## src/sv/tsdc_pkg.sv

```systemverilog
`default_nettype none
package tsdc_pkg;

  localparam int NUM_CH    = 3;
  localparam int TEMP_W    = 12;
  localparam int TMR_W     = 8;
  localparam int LVL_W     = 2;
  localparam int CFG_IDX_W = 3;
  localparam int CFG_DAT_W = 12;

  localparam logic [LVL_W-1:0] LVL_IDLE   = 2'd0;
  localparam logic [LVL_W-1:0] LVL_NORMAL = 2'd1;
  localparam logic [LVL_W-1:0] LVL_WARN   = 2'd2;
  localparam logic [LVL_W-1:0] LVL_CRIT   = 2'd3;

  localparam logic [CFG_IDX_W-1:0] REG_NORMAL_THR = 3'd0;
  localparam logic [CFG_IDX_W-1:0] REG_WARN_THR   = 3'd1;
  localparam logic [CFG_IDX_W-1:0] REG_CRIT_THR   = 3'd2;
  localparam logic [CFG_IDX_W-1:0] REG_WARN_PER   = 3'd3;
  localparam logic [CFG_IDX_W-1:0] REG_ON_TIME    = 3'd4;
  localparam logic [CFG_IDX_W-1:0] REG_OFF_TIME   = 3'd5;

  localparam logic signed [TEMP_W-1:0] RST_NORMAL_THR = 12'sd650;
  localparam logic signed [TEMP_W-1:0] RST_WARN_THR   = 12'sd749;
  localparam logic signed [TEMP_W-1:0] RST_CRIT_THR   = 12'sd949;
  localparam logic [TMR_W-1:0]         RST_WARN_PER   = 8'd100;
  localparam logic [TMR_W-1:0]         RST_ON_TIME    = 8'd50;
  localparam logic [TMR_W-1:0]         RST_OFF_TIME   = 8'd150;

  typedef struct packed {
    logic signed [TEMP_W-1:0] normal_thr;
    logic signed [TEMP_W-1:0] warn_thr;
    logic signed [TEMP_W-1:0] crit_thr;
  } thr_t;

  // shared timing decisions, taken from the timers at the start of a tick
  typedef struct packed {
    logic manual;
    logic long_due;
    logic on_due;
    logic off_due;
  } lane_ctl_t;

  typedef struct packed {
    logic             open_nxt;
    logic [LVL_W-1:0] level;
    logic             long_hit;
    logic             short_hit;
  } lane_res_t;

  typedef struct packed {
    logic [NUM_CH-1:0]            open;
    logic [NUM_CH-1:0][LVL_W-1:0] level;
  } out_res_t;

endpackage
`default_nettype wire

```

## src/sv/thermal_solenoid_duty_controller.sv

```systemverilog
`default_nettype none
// Channel  Direction  Handshake             Beat carries
// in       input      in_valid/in_ready     three temperatures, manual flag
// out      output     out_valid/out_ready   three solenoid drives, three levels
// cfg      input      cfg_valid/cfg_ready   register index, write data
//
// One beat per clock sustained while out_ready stays high: a tick's result is
// registered at the edge that accepts its input beat; the three lanes and the timer merge are combinational.
// A two-entry output buffer (output register plus skid) keeps in_ready high
// while one result waits; in_ready falls only when both entries are full.
// Reset (rst_n low, synchronous) closes all solenoids, clears both timers,
// empties the output buffer and loads the register defaults.
module thermal_solenoid_duty_controller (
  input  wire logic                                  clk,
  input  wire logic                                  rst_n,
  // input ticks
  input  wire logic                                  in_valid,
  output logic                                       in_ready,
  input  wire logic signed [tsdc_pkg::TEMP_W-1:0]    in_left_temp,
  input  wire logic signed [tsdc_pkg::TEMP_W-1:0]    in_right_temp,
  input  wire logic signed [tsdc_pkg::TEMP_W-1:0]    in_brake_temp,
  input  wire logic                                  in_manual_mode,
  // results
  output logic                                       out_valid,
  input  wire logic                                  out_ready,
  output logic                                       out_left_open,
  output logic                                       out_right_open,
  output logic                                       out_brake_open,
  output logic [tsdc_pkg::LVL_W-1:0]                 out_left_level,
  output logic [tsdc_pkg::LVL_W-1:0]                 out_right_level,
  output logic [tsdc_pkg::LVL_W-1:0]                 out_brake_level,
  // register writes
  input  wire logic                                  cfg_valid,
  output logic                                       cfg_ready,
  input  wire logic [tsdc_pkg::CFG_IDX_W-1:0]        cfg_index,
  input  wire logic [tsdc_pkg::CFG_DAT_W-1:0]        cfg_data
);

  tsdc_pkg::thr_t                                 thr_r;
  logic [tsdc_pkg::TMR_W-1:0]                     warn_per_r;
  logic [tsdc_pkg::TMR_W-1:0]                     on_time_r;
  logic [tsdc_pkg::TMR_W-1:0]                     off_time_r;

  logic signed [tsdc_pkg::TEMP_W-1:0]             temp [tsdc_pkg::NUM_CH];
  tsdc_pkg::lane_ctl_t                            ctl;
  tsdc_pkg::lane_res_t [tsdc_pkg::NUM_CH-1:0]     lane_res;
  logic [tsdc_pkg::NUM_CH-1:0]                    open_r;
  tsdc_pkg::out_res_t                             res;

  tsdc_pkg::out_res_t                             out_r, skid_r;
  logic                                           out_v_r, skid_v_r;
  logic                                           acc, pop;

  // Register writes are always taken; unknown indexes drop.
  assign cfg_ready = 1'b1;

  always_ff @(posedge clk) begin
    if (!rst_n) begin
      thr_r.normal_thr <= tsdc_pkg::RST_NORMAL_THR;
      thr_r.warn_thr   <= tsdc_pkg::RST_WARN_THR;
      thr_r.crit_thr   <= tsdc_pkg::RST_CRIT_THR;
      warn_per_r       <= tsdc_pkg::RST_WARN_PER;
      on_time_r        <= tsdc_pkg::RST_ON_TIME;
      off_time_r       <= tsdc_pkg::RST_OFF_TIME;
    end else if (cfg_valid && cfg_ready) begin
      case (cfg_index)
        tsdc_pkg::REG_NORMAL_THR: thr_r.normal_thr <= cfg_data[tsdc_pkg::TEMP_W-1:0];
        tsdc_pkg::REG_WARN_THR:   thr_r.warn_thr   <= cfg_data[tsdc_pkg::TEMP_W-1:0];
        tsdc_pkg::REG_CRIT_THR:   thr_r.crit_thr   <= cfg_data[tsdc_pkg::TEMP_W-1:0];
        tsdc_pkg::REG_WARN_PER:   warn_per_r       <= cfg_data[tsdc_pkg::TMR_W-1:0];
        tsdc_pkg::REG_ON_TIME:    on_time_r        <= cfg_data[tsdc_pkg::TMR_W-1:0];
        tsdc_pkg::REG_OFF_TIME:   off_time_r       <= cfg_data[tsdc_pkg::TMR_W-1:0];
        default: begin
        end
      endcase
    end
  end

  // Lane order: left, right, brake.
  assign temp[0] = in_left_temp;
  assign temp[1] = in_right_temp;
  assign temp[2] = in_brake_temp;

  for (genvar c = 0; c < tsdc_pkg::NUM_CH; c++) begin : g_lane
    tsdc_lane u_lane (
      .temp   (temp[c]),
      .thr    (thr_r),
      .ctl    (ctl),
      .open_r (open_r[c]),
      .res    (lane_res[c])
    );
  end

  tsdc_merge u_merge (
    .clk      (clk),
    .rst_n    (rst_n),
    .acc      (acc),
    .manual   (in_manual_mode),
    .warn_per (warn_per_r),
    .on_time  (on_time_r),
    .off_time (off_time_r),
    .lane_res (lane_res),
    .ctl      (ctl),
    .open_r   (open_r),
    .res      (res)
  );

  // Take a beat unless the skid entry is occupied.
  assign in_ready = !skid_v_r;
  assign acc      = in_valid && in_ready;
  assign pop      = out_v_r && out_ready;

  always_ff @(posedge clk) begin
    if (!rst_n) begin
      out_v_r  <= 1'b0;
      skid_v_r <= 1'b0;
    end else begin
      if (skid_v_r) begin
        // advance the parked result once the output drains
        if (pop) begin
          out_v_r  <= 1'b1;
          skid_v_r <= 1'b0;
        end
      end else if (acc) begin
        if (out_v_r && !pop) begin
          skid_v_r <= 1'b1;
        end else begin
          out_v_r <= 1'b1;
        end
      end else if (pop) begin
        out_v_r <= 1'b0;
      end
    end
  end

  always_ff @(posedge clk) begin
    if (skid_v_r) begin
      if (pop) begin
        out_r <= skid_r;
      end
    end else if (acc) begin
      if (out_v_r && !pop) begin
        skid_r <= res;
      end else begin
        out_r <= res;
      end
    end
  end

  assign out_valid       = out_v_r;
  assign out_left_open   = out_r.open[0];
  assign out_right_open  = out_r.open[1];
  assign out_brake_open  = out_r.open[2];
  assign out_left_level  = out_r.level[0];
  assign out_right_level = out_r.level[1];
  assign out_brake_level = out_r.level[2];

endmodule
`default_nettype wire

```

## src/sv/tsdc_lane.sv

```systemverilog
`default_nettype none
// One channel: classify the temperature and decide the solenoid's next state.
module tsdc_lane (
  input  wire logic signed [tsdc_pkg::TEMP_W-1:0] temp,
  input  wire tsdc_pkg::thr_t                     thr,
  input  wire tsdc_pkg::lane_ctl_t                ctl,
  input  wire logic                               open_r,
  output tsdc_pkg::lane_res_t                     res
);

  logic [tsdc_pkg::LVL_W-1:0] level;

  always_comb begin
    if (temp > thr.crit_thr) begin
      level = tsdc_pkg::LVL_CRIT;
    end else if (temp > thr.warn_thr) begin
      level = tsdc_pkg::LVL_WARN;
    end else if (temp > thr.normal_thr) begin
      level = tsdc_pkg::LVL_NORMAL;
    end else begin
      level = tsdc_pkg::LVL_IDLE;
    end
  end

  always_comb begin
    res.level     = level;
    res.open_nxt  = open_r;
    res.long_hit  = 1'b0;
    res.short_hit = 1'b0;
    if (!ctl.manual) begin
      case (level)
        tsdc_pkg::LVL_CRIT: begin
          res.open_nxt = 1'b1;
        end
        tsdc_pkg::LVL_WARN: begin
          if (ctl.long_due) begin
            res.open_nxt = ~open_r;
            res.long_hit = 1'b1;
          end
        end
        tsdc_pkg::LVL_NORMAL: begin
          // at most one transition: an open solenoid may only close
          if (open_r) begin
            if (ctl.on_due) begin
              res.open_nxt  = 1'b0;
              res.short_hit = 1'b1;
            end
          end else if (ctl.off_due) begin
            res.open_nxt  = 1'b1;
            res.short_hit = 1'b1;
          end
        end
        default: begin
          res.open_nxt = 1'b0;
        end
      endcase
    end
  end

endmodule
`default_nettype wire

```

## src/sv/tsdc_merge.sv

```systemverilog
`default_nettype none
// Combine the lanes: hold solenoid and timer state, reset timers on a hit.
module tsdc_merge (
  input  wire logic                                           clk,
  input  wire logic                                           rst_n,
  input  wire logic                                           acc,
  input  wire logic                                           manual,
  input  wire logic [tsdc_pkg::TMR_W-1:0]                     warn_per,
  input  wire logic [tsdc_pkg::TMR_W-1:0]                     on_time,
  input  wire logic [tsdc_pkg::TMR_W-1:0]                     off_time,
  input  wire tsdc_pkg::lane_res_t [tsdc_pkg::NUM_CH-1:0]     lane_res,
  output tsdc_pkg::lane_ctl_t                                 ctl,
  output logic [tsdc_pkg::NUM_CH-1:0]                         open_r,
  output tsdc_pkg::out_res_t                                  res
);

  logic [tsdc_pkg::NUM_CH-1:0] open_nxt;
  logic [tsdc_pkg::TMR_W-1:0]  long_r, long_nxt;
  logic [tsdc_pkg::TMR_W-1:0]  short_r, short_nxt;
  logic                        long_hit, short_hit;

  assign ctl.manual   = manual;
  assign ctl.long_due = long_r > warn_per;
  assign ctl.on_due   = short_r > on_time;
  assign ctl.off_due  = short_r > off_time;

  always_comb begin
    long_hit  = 1'b0;
    short_hit = 1'b0;
    for (int c = 0; c < tsdc_pkg::NUM_CH; c++) begin
      open_nxt[c]  = lane_res[c].open_nxt;
      res.level[c] = lane_res[c].level;
      long_hit     = long_hit | lane_res[c].long_hit;
      short_hit    = short_hit | lane_res[c].short_hit;
    end
    res.open = open_nxt;
    // saturate at full scale
    long_nxt  = long_hit ? '0 : ((long_r == '1) ? long_r : long_r + 1'b1);
    short_nxt = short_hit ? '0 : ((short_r == '1) ? short_r : short_r + 1'b1);
  end

  always_ff @(posedge clk) begin
    if (!rst_n) begin
      open_r  <= '0;
      long_r  <= '0;
      short_r <= '0;
    end else if (acc) begin
      open_r  <= open_nxt;
      long_r  <= long_nxt;
      short_r <= short_nxt;
    end
  end

endmodule
`default_nettype wire

```

## config.mk

```make
export PLATFORM = sky130hd
export DESIGN_NAME = thermal_solenoid_duty_controller
export DESIGN_NICKNAME = d
export VERILOG_FILES = /design/src/sv/tsdc_pkg.sv /design/src/sv/thermal_solenoid_duty_controller.sv /design/src/sv/tsdc_lane.sv /design/src/sv/tsdc_merge.sv
export SDC_FILE = /design/constraint.sdc
export NUM_CORES = 1
export LEC_CHECK = 0
export ABC_AREA = 1
export BUFFER_PORTS_ARGS = -buffer_cell sky130_fd_sc_hd__buf_2
export CORE_AREA = 2 2 134 136
export CTS_CLUSTER_SIZE = 24
export DETAILED_ROUTE_END_ITERATION = 8
export DIE_AREA = 0 0 136 138
export PLACE_DENSITY = 0.67
export SLEW_MARGIN = 25
export SYNTH_ARGS = -nofsm -noshare
export SYNTH_HDL_FRONTEND = slang
export SYNTH_SLANG_ARGS = --single-unit
```

## constraint.sdc

```tcl
create_clock -name clk -period 4.7 [get_ports clk]
set_input_delay 0.47 -clock clk [delete_from_list [all_inputs] [get_ports clk]]
set_output_delay 0.47 -clock clk [all_outputs]
set_load 0.02 [all_outputs]
```

==> results_dict.tcl <==
set metrics [dict create \
    grt.overflow.total 0 \
    ir_drop_uv 168 \
    hold_buffers 0 \
    cp_top_family "buffers and inverters" \
    cts_made_buffers 9 \
    via_count 6849 \
    htree_levels 3 \
    clock-sinks 99 \
    setup-violations-final 0 \
    leakage_nw 4.42 \
    syn-cell-area_um2 7680 \
    cts_setup_buffers 0 \
    synthesis.nets 1238 \
    outcome "finished, final reports clean" \
    area_growth_pct 11.3 \
    synth_cell_types 39 \
    initial_core_util 0.438 \
    syn_inst 1047 \
    ys_seq_elements 99 \
    cp-end-kind "flip-flop" \
    clock_path_buffers 2 \
    core_um2 17500 \
    grt_pass1_vias 6411 \
    crit_slowest_cell "inv_1" \
    crit_required_ns 4.72 \
    p_per_area_nw_per_um2 259 \
    hold_class "input pin to flip-flop" \
    ys_top_cells_by_area "ha_1 22%, dfxtp_1 21%, nand2_1 12%" \
    drc 0 \
    power.share.clock 0.353 \
    final.setup_skew_ns 0.00750 \
    worst_skew_pair.late_latency_ns 0.36 \
    wl_per_cell_um 14.8 \
    synth_simple_gate_area_share 0.259 \
    placement.io_buffers 67 \
    p_seq_frac 0.421 \
    internal_power_w 0.00151 \
    synth_compound_area_frac 0.133 \
    drt_first_pass_iters 5 \
    netlist_top_cells_count "242 x nand2_1, 176 x inv_1, 134 x ha_1, 93 x a21oi_1, 81 x dfxtp_1" \
    synth_xor_area_frac 0.00912 \
    yosys_warnings 0 \
    vias_per_cell 5.09 \
    crit_type "flip-flop to flip-flop" \
    fin_crit_sh 0.541 \
    rsz0062_at_grt "false" \
    period_needed_ns 2.54 \
    dieArea_um2 18800 \
    cts_root_buf "clkbuf_16" \
    fin_tns_setup_ns 0 \
    muxShareOfSynthArea 0 \
    fp.dieW_um 136 \
    die_h_um 138 \
    hold_viol_final 0 \
    place_area_um2 8240 \
    drive_gt1_frac 0.118 \
    slowest_delay_ns 0.67 \
    p_comb_frac 0.226 \
    nNetsFinal 1302 \
    fin_area_um2 8550 \
    synth-adder-area-share 0.218 \
    fill_cells 1789 \
    swShare 0.319 \
    worst_pin_slew_ns 0.990 \
    synth-main-ff-cell "dfxtp_1" \
    cp_cell_sequence "clkinv_1 > nand2_1 > inv_1 > nand2_1 > inv_1" \
    diodes 0 \
    ant_nets 0 \
    relSlewSlack 0.338 \
    finalWeightedCongestion 0.904 \
    cts_tree "yes" \
    p_sw_w 0.000707 \
    path_max_fanout 21 \
    synth_edf_count 18 \
    syn_area_per_cell_um2 7.34 \
    clk_pin_slew_ns 0.07 \
    ctsResizeCount 0 \
    synth_top_family_by_area "simple AND/OR/NAND/NOR gates" \
    yosysMostFrequentCell "nand2_1" \
    dr.first_iter.drc_count 405 \
    cp_num_buf_inv 3 \
    synth_top_area_cell "ha_1" \
    r2r_slack_ns 2.16 \
    grt_max_degree 67 \
    maxCapViolations 0 \
    groute.usage.overall 0.221 \
    dp_hpwl_um 15600 \
    start_kind "flip-flop" \
    drv_slew 0 \
    io_pins 69 \
    antenna_found_initial 0 \
    fmax_mhz 393 \
    grt_pass1_wl_um 32400 \
    rows 49 \
    synth.top_cell.area_share 0.218 \
    synth-async-reset-ratio 0 \
    cp.arrival_ns 2.56 \
    ys_seq_area_frac 0.282 \
    drt_wl_total_um 20000 \
]
-- state kept, by name, summed over array words and instances (netlist names) --
| signal | flops |
|---|---|
| off_time_r | 8 |
| thr_r | 36 |
| out_right_open | 1 |
| out_left_open | 1 |
| out_brake_open | 1 |
| u_merge.long_r | 8 |
| warn_per_r | 8 |
| u_merge.short_r | 8 |
| on_time_r | 8 |
| out_right_level | 2 |
| out_valid | 1 |
| out_left_level | 2 |
| skid_v_r | 1 |
| u_merge.open_r | 3 |
| out_brake_level | 2 |
| skid_r | 9 |
-- cell type report --
class                   count  area [um^2]  share of cell area
multi-input cells         750         4760               0.556
flip-flops and latches     99         2160               0.253
inverters                 181          679              0.0795
repair buffers             70          358              0.0419
well taps                 229          287              0.0335
clock buffers               9          225              0.0263
clock inverters             7         82.6             0.00966
-- cells in the final DEF (no fill, tap or decap), types with 4 or more instances in the layout --
| cell | instances |
|---|---|
| xor2_1 | 8 |
| nor2_1 | 70 |
| nor2_2 | 5 |
| nand2_1 | 242 |
| nand2_4 | 5 |
| nand3_4 | 5 |
| edfxtp_1 | 18 |
| nor3_1 | 4 |
| a31oi_1 | 7 |
| clkbuf_16 | 9 |
| o21ai_0 | 47 |
| nand3_1 | 27 |
| nand3_2 | 5 |
| inv_2 | 4 |
| a21oi_1 | 93 |
| o211ai_1 | 25 |
| inv_1 | 176 |
| buf_2 | 67 |
| nand4_1 | 37 |
| ha_1 | 134 |
| dfxtp_1 | 81 |
| nand2_2 | 11 |
-- stage by stage --
step                setup WS, ns   util  hold slack, ns  std cells  power [W]
floorplan                   2.54      -           0.433       1047    0.00129
global placement            2.15  0.470           0.451       1329    0.00144
detailed placement          2.11  0.470           0.456       1329    0.00145
CTS                         2.17  0.488           0.362       1345    0.00223
global route                1.83  0.488           0.404       1345    0.00234
finish                      2.16  0.488           0.370       1345    0.00222
-- final timing paths --
path,endpoint,cells after the start,from
worst min register to register,on_time_r[7],2,on_time_r[7]
worst min-delay path,thr_r[21],3,cfg_data[9]
worst max register to register,skid_r[5],5,skid_v_r
worst max-delay path,skid_r[5],5,skid_v_r
-- layer usage --
| layer | routed length, um | global-route usage | vias up |
|---|---|---|---|
| met5 | 0 | 0 | - |
| met4 | 332 | 0.0685 | 0 |
| met3 | 843 | 0.0257 | 24 |
| met2 | 8930 | 0.353 | 141 |
| met1 | 9850 | 0.313 | 3085 |
| li1 | - | - | 3599 |
-- power groups by stage --
stage	registers (W)	clock network (W)	logic, W
3_3_place_gp	0.000952	0	0.000488
4_1_cts	0.000933	0.000796	0.000501
6_report	0.000933	0.000782	0.000500
3_5_place_dp	0.000953	0	0.000497
5_1_grt	0.000937	0.000822	0.000578
2_1_floorplan	0.000956	0	0.000337
-- kinds of logic after synthesis --
logic type | count (synthesis)
flops | 99
simple gates | 423
buf+inv | 198
compound gates | 184
fa+ha+maj | 134
other cells | 1
xor+xnor | 8
-- worst reg2reg max path, stage by stage, from the launching register on --
cell      delay, ns
dfxtp_1        0.36
clkinv_1       0.30
nand2_1        0.36
inv_1          0.67
nand2_1        0.16
inv_1          0.36
No activity file was read; power rests on OpenSTA's default activity.
